<file path="config.mk">
export PLATFORM = sky130hd
export DESIGN_NAME = iig_frame_ctrl
export DESIGN_NICKNAME = d
export VERILOG_FILES = /design/src/rtl/iig_pkg.sv /design/src/rtl/iig_frame_ctrl.sv
export SDC_FILE = /design/constraint.sdc
export NUM_CORES = 1
export LEC_CHECK = 0
export BUFFER_PORTS_ARGS = -buffer_cell sky130_fd_sc_hd__buf_2
export CORE_MARGIN = 3
export CORE_UTILIZATION = 52
export DETAILED_ROUTE_END_ITERATION = 8
export GPL_TIMING_DRIVEN = 0
export PLACE_DENSITY = 0.74
export SLEW_MARGIN = 10
export SYNTH_ARGS = -nofsm -noshare
export SYNTH_HDL_FRONTEND = slang
export SYNTH_SLANG_ARGS = --single-unit
</file>
<file path="constraint.sdc">
create_clock -name clk -period 3.11 [get_ports clk]
set_input_delay 0.4665 -clock clk [delete_from_list [all_inputs] [get_ports clk]]
set_output_delay 0.4665 -clock clk [all_outputs]
set_load 0.1 [all_outputs]
</file>
<file path="src/rtl/iig_pkg.sv">
// Shared types and constants for the integral image generator.
package iig_pkg;

    // Fixed field widths
    localparam int PIX_W = 8;
    localparam int SUM_W = 28;
    localparam int CFG_W = 11;

    // Default frame limits
    localparam int DEF_MAX_WIDTH  = 1024;
    localparam int DEF_MAX_HEIGHT = 1024;

    // Size value that the registers take at reset
    localparam int RST_SIZE = 1024;

    // Configuration register indexes
    typedef enum logic [0:0] {
        REG_FRAME_WIDTH  = 1'b0,
        REG_FRAME_HEIGHT = 1'b1
    } cfg_reg_t;

    // Position flags that travel with one pixel
    typedef struct packed {
        logic first_row;
        logic last_in_row;
        logic last_in_frame;
    } iig_flags_t;

endpackage

</file>
<file path="src/rtl/iig_frame_ctrl.sv">
// Frame size registers, column and row counters and the running row sum.
module iig_frame_ctrl #(
    parameter int MAX_WIDTH  = iig_pkg::DEF_MAX_WIDTH,
    parameter int MAX_HEIGHT = iig_pkg::DEF_MAX_HEIGHT,
    parameter int AW         = $clog2(MAX_WIDTH),
    parameter int RSUM_W     = 18
) (
    input  logic                      clk,
    input  logic                      rst_n,
    input  logic                      cfg_wr_en,
    input  iig_pkg::cfg_reg_t         cfg_index,
    input  logic [iig_pkg::CFG_W-1:0] cfg_data,
    input  logic                      advance,
    input  logic [iig_pkg::PIX_W-1:0] pixel,
    output logic [AW-1:0]             col,
    output logic [RSUM_W-1:0]         row_sum,
    output iig_pkg::iig_flags_t       flags
);
    import iig_pkg::*;

    localparam int WW = $clog2(MAX_WIDTH + 1);
    localparam int HW = $clog2(MAX_HEIGHT + 1);
    localparam int RW = $clog2(MAX_HEIGHT);
    localparam int RST_W = (RST_SIZE > MAX_WIDTH) ? MAX_WIDTH : RST_SIZE;
    localparam int RST_H = (RST_SIZE > MAX_HEIGHT) ? MAX_HEIGHT : RST_SIZE;

    logic [WW-1:0]     width_reg,  width_next;
    logic [HW-1:0]     height_reg, height_next;
    logic [AW-1:0]     col_reg,    col_next;
    logic [RW-1:0]     row_reg,    row_next;
    logic [RSUM_W-1:0] rsum_reg,   rsum_next;
    logic              row_end;
    logic              frame_end;
    logic [RSUM_W-1:0] sum;

    // Clamp a written size into 1..limit
    function automatic int unsigned clamp_size(input logic [CFG_W-1:0] v,
                                               input int unsigned limit);
        int unsigned r;
        r = 32'(v);
        if (v == '0)
        begin
            r = 1;
        end
        else if (r > limit)
        begin
            r = limit;
        end
        return r;
    endfunction

    // Decide position flags and the running sum for the current pixel
    always_comb
    begin
        row_end   = (WW'(col_reg) + WW'(1)) >= width_reg;
        frame_end = row_end && ((HW'(row_reg) + HW'(1)) >= height_reg);
        sum       = rsum_reg + RSUM_W'(pixel);
    end

    assign col                 = col_reg;
    assign row_sum             = sum;
    assign flags.first_row     = (row_reg == '0);
    assign flags.last_in_row   = row_end;
    assign flags.last_in_frame = frame_end;

    // Take size writes and advance counters on each accepted beat
    always_comb
    begin
        width_next  = width_reg;
        height_next = height_reg;
        col_next    = col_reg;
        row_next    = row_reg;
        rsum_next   = rsum_reg;
        if (cfg_wr_en)
        begin
            case (cfg_index)
                REG_FRAME_WIDTH:  width_next  = WW'(clamp_size(cfg_data, MAX_WIDTH));
                REG_FRAME_HEIGHT: height_next = HW'(clamp_size(cfg_data, MAX_HEIGHT));
                default:          width_next  = width_reg;
            endcase
        end
        if (advance)
        begin
            if (row_end)
            begin
                col_next  = '0;
                rsum_next = '0;
                row_next  = frame_end ? '0 : row_reg + RW'(1);
            end
            else
            begin
                col_next  = col_reg + AW'(1);
                rsum_next = sum;
            end
        end
    end

    always_ff @(posedge clk or negedge rst_n)
    begin
        if (!rst_n)
        begin
            width_reg  <= WW'(RST_W);
            height_reg <= HW'(RST_H);
            col_reg    <= '0;
            row_reg    <= '0;
            rsum_reg   <= '0;
        end
        else
        begin
            width_reg  <= width_next;
            height_reg <= height_next;
            col_reg    <= col_next;
            row_reg    <= row_next;
            rsum_reg   <= rsum_next;
        end
    end

endmodule

</file>
======== After elaboration in Yosys (flattened, before gate mapping) ========
Index checks and enable logic that the tools add are counted.
storage, ports and cells
  flip-flop bits (word level) ............. 60
  bits in latches ......................... 0
  memory bits (writable) .................. 0
  bits in read-only memories .............. 0
  bits of input ports ..................... 24
  output and inout port bits .............. 31
  memories kept ........................... 0
operators by class
  add/subtract/negate cells ............... 5
  multiply operators ...................... 0
  div/mod/pow operators ................... 0
  $lt $le $gt $ge ......................... 3
  eq/ne operators ......................... 0
  shifts and indexed selects .............. 0
  mux-type cells .......................... 5
  bitwise logic cells ..................... 1
  reduce and logical (&&, ||, !) cells .... 6
operators by type and width
  cell                   number
  $add 10x1->11 const B  2
  $ge 11x11->1           2
  $mux 11                2
  $add 10x1->10 const B  2
  $mux 10                2
  $add 18x8->18          1
  $mux 18                1
  $gt 11x11->1 const B   1
  $logic_not 11->1       1
  $logic_not 10->1       1
  $reduce_and 2->1       3
  $logic_and 1x1->1      1
  $not 1->1              1

======== Logic depth before layout (Yosys ltp) ========
Gate-level depths: netlist of the first run.
  depth after elaboration ................. 4
  gate-level depth with buffers ........... 14
  mapped depth without buffers ............ 12

======== Worst setup path before layout of the first run ========
Ideal clock, no wire load.
  path type ............................... register to output
  start ................................... reg col_reg[2] (netlist: col[2])
  end ..................................... out flags[1] (netlist bit)
  data arrival time ....................... 3.568 ns
  required time ........................... 2.643 ns
  setup slack ............................. -0.925 ns
  stages on the path, launching flop included .. 15
  path through ............................ dfrtp_1 > and3_1 > and3_1 > clkbuf_1 > nand3_1 > xnor2_1 > ha_1 > and3_1 > a221o_1 > a41oi_1 > o21a_1 > inv_2 > buf_6 > buf_6 > buf_4
between the ends
  cells in the longest elaborated chain, start to end .. 2
ends and longest elaborated chain
  what                    RTL line               RTL
  from (decl)             iig_frame_ctrl.sv:29   logic [AW-1:0] col_reg, col_next;
  from (signal assigned)  iig_frame_ctrl.sv:112  col_reg <= col_next;
  $add 10x1->11           iig_frame_ctrl.sv:55   row_end = (WW'(col_reg) + WW'(1)) >= width_reg;
  $ge 11x11->1            iig_frame_ctrl.sv:55
  to (decl)               iig_frame_ctrl.sv:17   output iig_pkg::iig_flags_t flags
No other way between the ends.

==> metrics.txt, run 1 <==
Hold Fails Final Rpt 0; Worst-Margin Slew roughly 760 ps; commonest non-fill, non-tap cell in the layout nand2_1; clk slew on worst S/H paths approximately 70 ps; mapped cell area around 4000 um2; reg-to-reg slack, setup -40 ps; number of DRC markers in iteration 0 136; Layout area overhead 26.37%; CP startpoint col[2]$_DFFE_PN0P_; slowest stage cell, crit path dfrtp_4; Syn Inst Count 431; Slew headroom 0.4954; Nets between 500 and 600; Max Cap Viol 0; Vias/cell 5.592; Final WS setup -527.2 ps; vias ~3400; Worst R2R End row_reg[5]$_DFFE_PN0P_; Mapped Nets 489; failing checks setup timing; Slew Viols, Final 0; PortBufs 54; drt wl/cell about 16 um; Top FF cell, synth dfrtp_1; WS Path Type reg2out; gpl congestion 0.8671; # IOs 55; CTS Sinks 60; Synthesis Warnings 0; Lkg Pwr 0.002343 uW; Die Y 92.81 um; Avg Inst Size Synth between 9 and 10 um2; total gr overflow 0; largest net degree at the start of global routing 61; Worst Reg-to-Reg Cells 14; f_max between 200 and 300 MHz; register area share after synthesis 0.3838; most used cell along the critical path and3_4; global-route wire length before repair 16.15 mm; TritonCTS clock tree yes; Setup Skew 6.396 ps; post-route ant nets 0; worst-path fanout max 4; row count 31; run status finished, violations left; Final TNS setup -1166 ps; Async SR Flop Fraction 1.000; fillcell total 629; Max Buffers Root-to-Sink 2; Clk Latency, worst-skew pair 340 ps; delay-heaviest family, CP compound AO/OA/AOI/OAI gates; final setup fails 11; drt pass-1 iters 4; EDFF count, synth 0; n_diodes 0; crit end category primary output; layout cells sized above 1 0.2832; Critical Path AT about 3200 ps; RSZ-0062 raised after global routing true; vias in the first global route between 3000 and 4000; TritonCTS Buffers 9; Routed WL just under 10 mm; Netlist cell types 50; Final Critical Period roughly 3600 ps; CTS Root Cell clkbuf_8; #FFs+latches synth 60; Worst Path Buf+Inv 4; initial antenna violation count 0; number of H-tree levels 3; max incr delay on CP approximately 420 ps; Cell Pwr Density around 1000 nW/um2; Initial Utilization 0.5374; Worst Setup Start Kind flop; WP depth 13; worst min path class in2async; final worst-path cycle share 1.170; reg-to-reg startpoint col[2]$_DFFE_PN0P_; DPL Wire Length 6.818 mm; Total GRT Usage 0.2362; max FFs per register 18; FF/Latch Area between 1500 and 2000 um2; maximum VDD drop around 1.0 mV; DIE WIDTH roughly 93 um; area occupied by multi-input gates around 2400 um2; Post-route DRC 0; die area between 8000 and 9000 um2; Core Area around 7300 um2; CP Data Required Time roughly 2600 ps; critical-path cell list and3_4 -> and3_4 -> nand3_4 -> xnor2_4 -> ha_4 -> and3_4 -> a221o_1 -> a41oi_2 -> o21a_1 -> inv_2 -> buf_12 -> buf_6 -> buf_12; crit path capture flags[1]; worst hold slack 195.4 ps; commonest non-fill, non-tap cells in the layout nand2_1, dfrtp_1, buf_2
-- area by class of cell --
class                           instances  area share
Clock buffer                           11     0.02653
Clock inverter                          5     0.01566
Tap cell                               99     0.02501
Inverter                               31     0.02350
Multi-Input combinational cell        320      0.4896
Timing Repair Buffer                   69     0.09272
Buffer                                 16     0.01996
Sequential cell                        60      0.3070
-- synth_stat cells, types with 11 or more instances --
cell type | n | area [um2]
clkbuf_1 | 12 | 45.04
o21ai_0 | 32 | 160.2
ha_1 | 33 | 412.9
nor2_1 | 14 | 52.55
xor2_1 | 14 | 122.6
a22o_1 | 11 | 96.34
dfrtp_1 | 58 | 1451
inv_1 | 29 | 108.9
xnor2_1 | 15 | 131.4
nand2b_1 | 12 | 75.07
nand2_1 | 63 | 236.5
a21oi_1 | 14 | 70.07
nand3_1 | 21 | 105.1
-- kinds of logic after synthesis --
logic type               synth area share
AO/OA/AOI/OAI                      0.2008
XOR/XNOR                          0.06482
adder cells (fa/ha/maj)            0.1105
buffers and inverters             0.05651
flip-flops                         0.3838
multiplexers                     0.008301
AND/OR/NAND/NOR                    0.1753
-- what timing repair did --
item | 4_1_cts | 5_1_grt
endpoints found under the hold margin | 0 | 0
hold buffers | 0 | 0
gates resized for setup | 33 | 25
gates cloned | 0 | 1
setup endpoints to repair | 16 | 48
setup buffers | 9 | 6
pin swaps | 6 | 14
-- report_power, final --
part | total (uW) | switching, uW | internal (uW)
logic | 3140 | 2250 | 899
registers | 1140 | 179 | 960
clock network | 774 | 325 | 449
-- how the worst min path moves through the flow --
stage / from / endpoint / slack (ps)
5_1_grt: rst_n / rsum_reg[8]$_DFFE_PN0P_ / 250
6_report: rst_n / rsum_reg[8]$_DFFE_PN0P_ / 200
2_1_floorplan: rst_n / col[0]$_DFFE_PN0P_ / 170
4_1_cts: rst_n / rsum_reg[14]$_DFFE_PN0P_ / 230
3_5_place_dp: height_reg[8]$_DFFE_PN0P_ / height_reg[8]$_DFFE_PN0P_ / 470
3_3_place_gp: height_reg[6]$_DFFE_PN0P_ / height_reg[6]$_DFFE_PN0P_ / 460
-- per-stage QoR --
| stage | cells | setup slack (ps) | utilization | instance area, um2 | power (uW) |
|---|---|---|---|---|---|
| detailed placement | 584 | -577.7 | 0.6119 | 4462 | 4030 |
| global route | 611 | -644.2 | 0.6791 | 4952 | 5314 |
| floorplan | 431 | -412.6 | - | 4065 | 3556 |
| CTS | 607 | -534.7 | 0.6637 | 4840 | 4934 |
| finish | 611 | -527.2 | 0.6791 | 4952 | 5057 |
| global placement | 584 | -588.5 | 0.6115 | 4459 | 3961 |
-- per-layer routing --
layer / vias up / track usage / routed length (um)
met4: 0 / 0.1038 / 168
li1: 1659 / - / -
met2: 75 / 0.3833 / 4939
met5: - / 0 / 0
met1: 1670 / 0.3093 / 4434
met3: 13 / 0.04143 / 384
(Power assumes the default switching activity.)
==> run 2: changes to the inputs <==
- CORE_UTILIZATION: 52 -> 55
- PLACE_DENSITY: 0.74 -> 0.75
- clock period: 3.11 -> 3.9 ns (I/O delays scaled with it)
==> metrics.txt, run 2 (synthesis results as in run 1) <==
met2 WL 4.346 mm (-12%); Final Critical Period ~3800 ps; Nets 564 (-0.18%); WS Path Type reg2out; number of H-tree levels 3 (unchanged); pre-CTS setup slack 17.84 ps (+595.5 ps); global-route wire length before repair 14.91 mm (-7.7%); Critical Path AT 3180 ps (about the same); Die Y 90.41 um (-2.6%); row count 30 (-3.2%); CP Data Required Time 3310 ps (+670 ps); Routed WL 8.875 mm (-11%); Hold Fails Final Rpt 0 (unchanged); RSZ-0062 raised after global routing true; WL met1 4.093 mm (-7.7%); initial antenna violation count 0 (unchanged); Initial Utilization 0.5705 (+0.03309); crit end category primary output; layout cells sized above 1 0.2348 (-0.04837); Cells after DPL 581 (-0.51%); CTS Root Cell clkbuf_8; Slew Viols, Final 0 (unchanged); TritonCTS clock tree yes; Cell Pwr Density 800.7 nW/um2 (-22%); Lkg Pwr 0.002254 uW (-3.8%); vias 3342 (-2.2%); max incr delay on CP 370 ps (-50 ps); gpl congestion 0.8442 (-2.6%); Layout area overhead 18.30%; post-route insts no fill 607 (-0.65%); DPL Wire Length 6.486 mm (-4.9%); Clk Latency, worst-skew pair 340 ps (about the same); Post-route DRC 0 (unchanged); post-route ant nets 0 (unchanged); Setup Skew 6.059 ps (-0.3361 ps); Worst-Margin Slew 783.8 ps (+26.80 ps); Worst Setup Start Kind flop; final setup fails 0 (-11); Final WS setup 133.1 ps (+660.3 ps); Max Cap Viol 0 (unchanged); drt wl/cell 14.62 um (-10%); number of DRC markers in iteration 0 181 (+33%); drt pass-1 iters 4 (unchanged); largest net degree at the start of global routing 61 (unchanged); max FFs per register 18 (unchanged); Post-CTS Hold Fix Bufs 0 (unchanged); Final Power 3712 uW (-27%); worst min path class in2async; critical-path cell list and3_4 -> and3_4 -> nand3_2 -> xnor2_2 -> ha_1 -> and3_4 -> a221o_1 -> a41oi_2 -> o21a_1 -> buf_6 -> nor2_1 -> buf_4 -> buf_4; f_max ~270 MHz; slowest stage cell, crit path dfrtp_2; top sig layer met4; Slew headroom 0.4775 (-0.01787); commonest non-fill, non-tap cells in the layout nand2_1, buf_2, dfrtp_1; commonest non-fill, non-tap cell in the layout nand2_1; DIE WIDTH 90.41 um (-2.6%); Total GRT Usage 0.2247 (-0.01145); CTS Sinks 60 (unchanged); worst-path fanout max 10 (+6); most used cell along the critical path and3_4; vias in the first global route 3193 (-7.4%); # IOs 55 (unchanged); total gr overflow 0 (unchanged); final worst-path cycle share 0.9659; delay-heaviest family, CP simple AND/OR/NAND/NOR gates; TritonCTS Buffers 9 (unchanged); clk slew on worst S/H paths 60 ps (about the same); n_diodes 0 (unchanged); Core Area 6869 um2 (-5.8%); Worst Path Buf+Inv 3 (-1); maximum VDD drop 0.4141 mV (-59%); PortBufs 54 (unchanged); run status completed; die area 8174 um2 (-5.1%); Max Buffers Root-to-Sink 2 (unchanged); met3 WL 332 um (-14%); Vias/cell 5.506 (-1.6%)
[run 2: cell types whose count changed in the layout (fill, tap and decap cells not counted), moves of 3 or more]
cell,delta
dfrtp_4,-3
buf_12,-4
xnor2_2,-5
buf_2,+10
xor2_1,+4
xor2_2,-3
buf_6,-3
buf_4,-3
xnor2_1,+6
[run 2: power breakdown]
group / switching [uW] / leakage, uW / internal [uW] / total, uW
Sequential: 130 / 0.000773 / 760 / 891
Combinational: 1720 / 0.00139 / 622 / 2340
Clock: 236 / 0.0000872 / 245 / 482
[run 2: stage by stage]
step	TNS, ps	area (um2)	utilization	hold WS [ps]
2_1_floorplan	0	3933	-	289.4
3_3_place_gp	0	4323	0.6293	465.9
3_5_place_dp	0	4325	0.6297	470.3
4_1_cts	0	4549	0.6623	348.4
5_1_grt	-59.62	4636	0.6749	380.2
6_report	0	4636	0.6749	321.0
[run 2: cell type report]
class                      count  area (um2)
clock buffer                  13       148.9
sequential                    60        1510
fill                         564        2233
inverter                      31       116.4
buffer                        18       96.34
tap                           96       120.1
clock inverter                 3       15.01
timing repair buffer          66       375.4
multi-input combinational    320        2253
[run 2: what timing repair did]
action,CTS,global route
gates resized for setup,11,7
buffers inserted,3,9
setup endpoints to repair,2,2
pin swaps,1,4
[run 2: worst register-to-register path: stages, from the launching register on]
cell and delay (ps):
dfrtp_2 370, and3_4 200, and3_4 220, nand3_2 100, xnor2_2 170, ha_1 320
and3_4 180, a221o_1 300, a41oi_2 200, buf_4 150, buf_4 90, o211a_1 310
buf_2 270, o21ai_0 130
[run 2: path summary, 6_finish.rpt]
path,from,to,slack (ps),cells after the start
max,col[3]$_DFFE_PN0P_,flags[0],130,13
min,rst_n,row_reg[9]$_DFFE_PN0P_,320,1
max reg2reg,col[3]$_DFFE_PN0P_,row_reg[8]$_DFFE_PN0P_,790,13
min reg2reg,height_reg[4]$_DFFE_PN0P_,height_reg[4]$_DFFE_PN0P_,480,2
max in group asynchronous,rst_n,col[2]$_DFFE_PN0P_,3040,1
min in group clk,height_reg[4]$_DFFE_PN0P_,height_reg[4]$_DFFE_PN0P_,480,2
[run 2: metal layers]
metal  global-route usage  up-vias
met1               0.2950     1597
met2               0.3734       68
met3              0.05000        9
met4              0.06633        0
met5                    0        -
li1                     -     1668
==> run 3: changes to the inputs <==
- CELL_PAD_IN_SITES_DETAIL_PLACEMENT: unset -> 1
- CELL_PAD_IN_SITES_GLOBAL_PLACEMENT: unset -> 1
- CORE_UTILIZATION: 55 -> 44
- PLACE_DENSITY: 0.75 -> 0.78
==> metrics.txt, run 3 (synthesis results as in run 1) <==
run status completed; post-route ant nets 0 (unchanged); Max Buffers Root-to-Sink 2 (unchanged); number of H-tree levels 3 (unchanged); Slew Viols, Final 0 (unchanged); fillcell total 1027 (+82%); final worst-path cycle share 0.9667 (about the same); WS Path Type reg2out; number of DRC markers in iteration 0 80 (-56%); Initial Utilization 0.4652 (-0.1053); Worst Reg-to-Reg Cells 15 (+2); reg-to-reg slack, setup 690 ps (-100 ps); clk slew on worst S/H paths 80 ps (+20 ps); max FFs per register 18 (unchanged); largest net degree at the start of global routing 61 (unchanged); Die Y 100.4 um (+11%); most used cell along the critical path and3_4; slowest stage cell, crit path dfrtp_2; Worst Setup Start Kind flop; initial antenna violation count 0 (unchanged); TritonCTS clock tree yes; vias 3505 (+4.9%); commonest non-fill, non-tap cell in the layout nand2_1; delay-heaviest family, CP compound AO/OA/AOI/OAI gates; Finished Core Util 0.5827 (-0.09212); worst-path fanout max 5 (-5); f_max 265.2 MHz (about the same); reg-to-reg startpoint col[4]$_DFFE_PN0P_; final instance area 4908 um2 (+5.9%); PortBufs 54 (unchanged); n_diodes 0 (unchanged); Slew headroom 0.4766 (-0.0009410); Layout area overhead 25.26%; Post-route DRC 0 (unchanged); CP Data Required Time 3310 ps (about the same); Post-CTS Hold Fix Bufs 0 (unchanged); Hold Fails Final Rpt 0 (unchanged); maximum VDD drop 0.8124 mV (+96%); crit end category primary output; global-route wire length before repair 18.19 mm (+22%); Core Area 8423 um2 (+23%); total gr overflow 0 (unchanged); Total GRT Usage 0.2272 (+0.002523); CTS Root Cell clkbuf_8; commonest non-fill, non-tap cells in the layout nand2_1, dfrtp_1, buf_2; Setup Skew 12.58 ps (+6.522 ps); Critical Path AT 3190 ps (about the same); die area 10080 um2 (+23%); gpl congestion 0.7829 (-7.3%); Routed WL 11.54 mm (+30%); Worst Path Buf+Inv 4 (+1); vias in the first global route 3685 (+15%); worst min path class in2async; TritonCTS Buffers 9 (unchanged); final setup fails 0 (unchanged); Worst-Margin Slew 785.2 ps (+1.411 ps); drt wl/cell 18.18 um (+24%); layout cells sized above 1 0.2717 (+0.03686); placed cell areas 4337 um2 (+0.26%); Final Power 4113 uW (+11%); Final Critical Period 3770 ps (+3.387 ps); # IOs 55 (unchanged); worst hold slack 304.2 ps (-16.81 ps); row count 33 (+10%); Cell Pwr Density 837.9 nW/um2 (+4.6%); max incr delay on CP 380 ps (about the same); Vias/cell 5.520 (+0.25%); Worst R2R End col[5]$_DFFE_PN0P_; CTS Sinks 60 (unchanged); Lkg Pwr 0.002387 uW (+5.9%); drt pass-1 iters 4 (unchanged); DIE WIDTH 100.4 um (+11%); Nets 583 (+3.4%); Max Cap Viol 0 (unchanged); critical-path cell list and3_4 -> and3_4 -> nand3_4 -> xnor2_2 -> ha_1 -> and3_4 -> a221o_1 -> a41oi_2 -> o21a_1 -> inv_2 -> buf_12 -> buf_4 -> buf_12; Clk Latency, worst-skew pair 350 ps (about the same); DPL Wire Length 7.674 mm (+18%)
-- run 3: worst max-delay path by stage --
stage                        from  endpoint  depth (start not counted)
2_1_floorplan  col[2]$_DFFE_PN0P_  flags[1]                         14
4_1_cts        col[0]$_DFFE_PN0P_  flags[1]                         13
3_3_place_gp   col[2]$_DFFE_PN0P_  flags[1]                         15
5_1_grt        col[4]$_DFFE_PN0P_  flags[1]                         13
6_report       col[4]$_DFFE_PN0P_  flags[1]                         13
3_5_place_dp   col[3]$_DFFE_PN0P_  flags[1]                         15
-- run 3: repair_timing --
item,CTS,global route
setup endpoints to repair,2,2
cloned,0,1
gates resized for setup,13,14
hold endpoints to repair,0,0
pin swaps,2,7
buffers inserted,10,20
-- run 3: power breakdown --
group          internal (uW)  total [uW]  switching [uW]  leakage (uW)
Clock                    364         644             281      0.000114
Combinational            757        2570            1820       0.00150
Sequential               760         894             135      0.000773
Total                   1880        4110            2230       0.00239
-- run 3: routing by layer --
metal  global-route usage  vias to the layer above  part of all wire
met5                    0                        -                 0
met4              0.04456                        0             0.014
met3              0.04517                       12             0.030
met2               0.3874                       66              0.50
met1               0.3014                     1736              0.45
li1                     -                     1691                 -
-- run 3: stage by stage --
stage          setup WS [ps]  instances  TNS [ps]
3_5_place_dp          -96.96        590    -129.1
2_1_floorplan          70.33        431         0
5_1_grt               -20.19        635    -20.19
6_report               129.8        635         0
3_3_place_gp          -34.93        590    -34.93
4_1_cts                10.59        615         0
-- run 3: final cells by class --
class,instances,area [um2],share of cell area
Multi-Input combinational cell,320,2271,0.4627
Tap cell,105,131.4,0.02677
Timing Repair Buffer,85,548.0,0.1116
Clock inverter,7,100.1,0.02039
Buffer,18,107.6,0.02192
Sequential cell,60,1510,0.3077
Clock buffer,9,123.9,0.02524
Inverter,31,116.4,0.02371
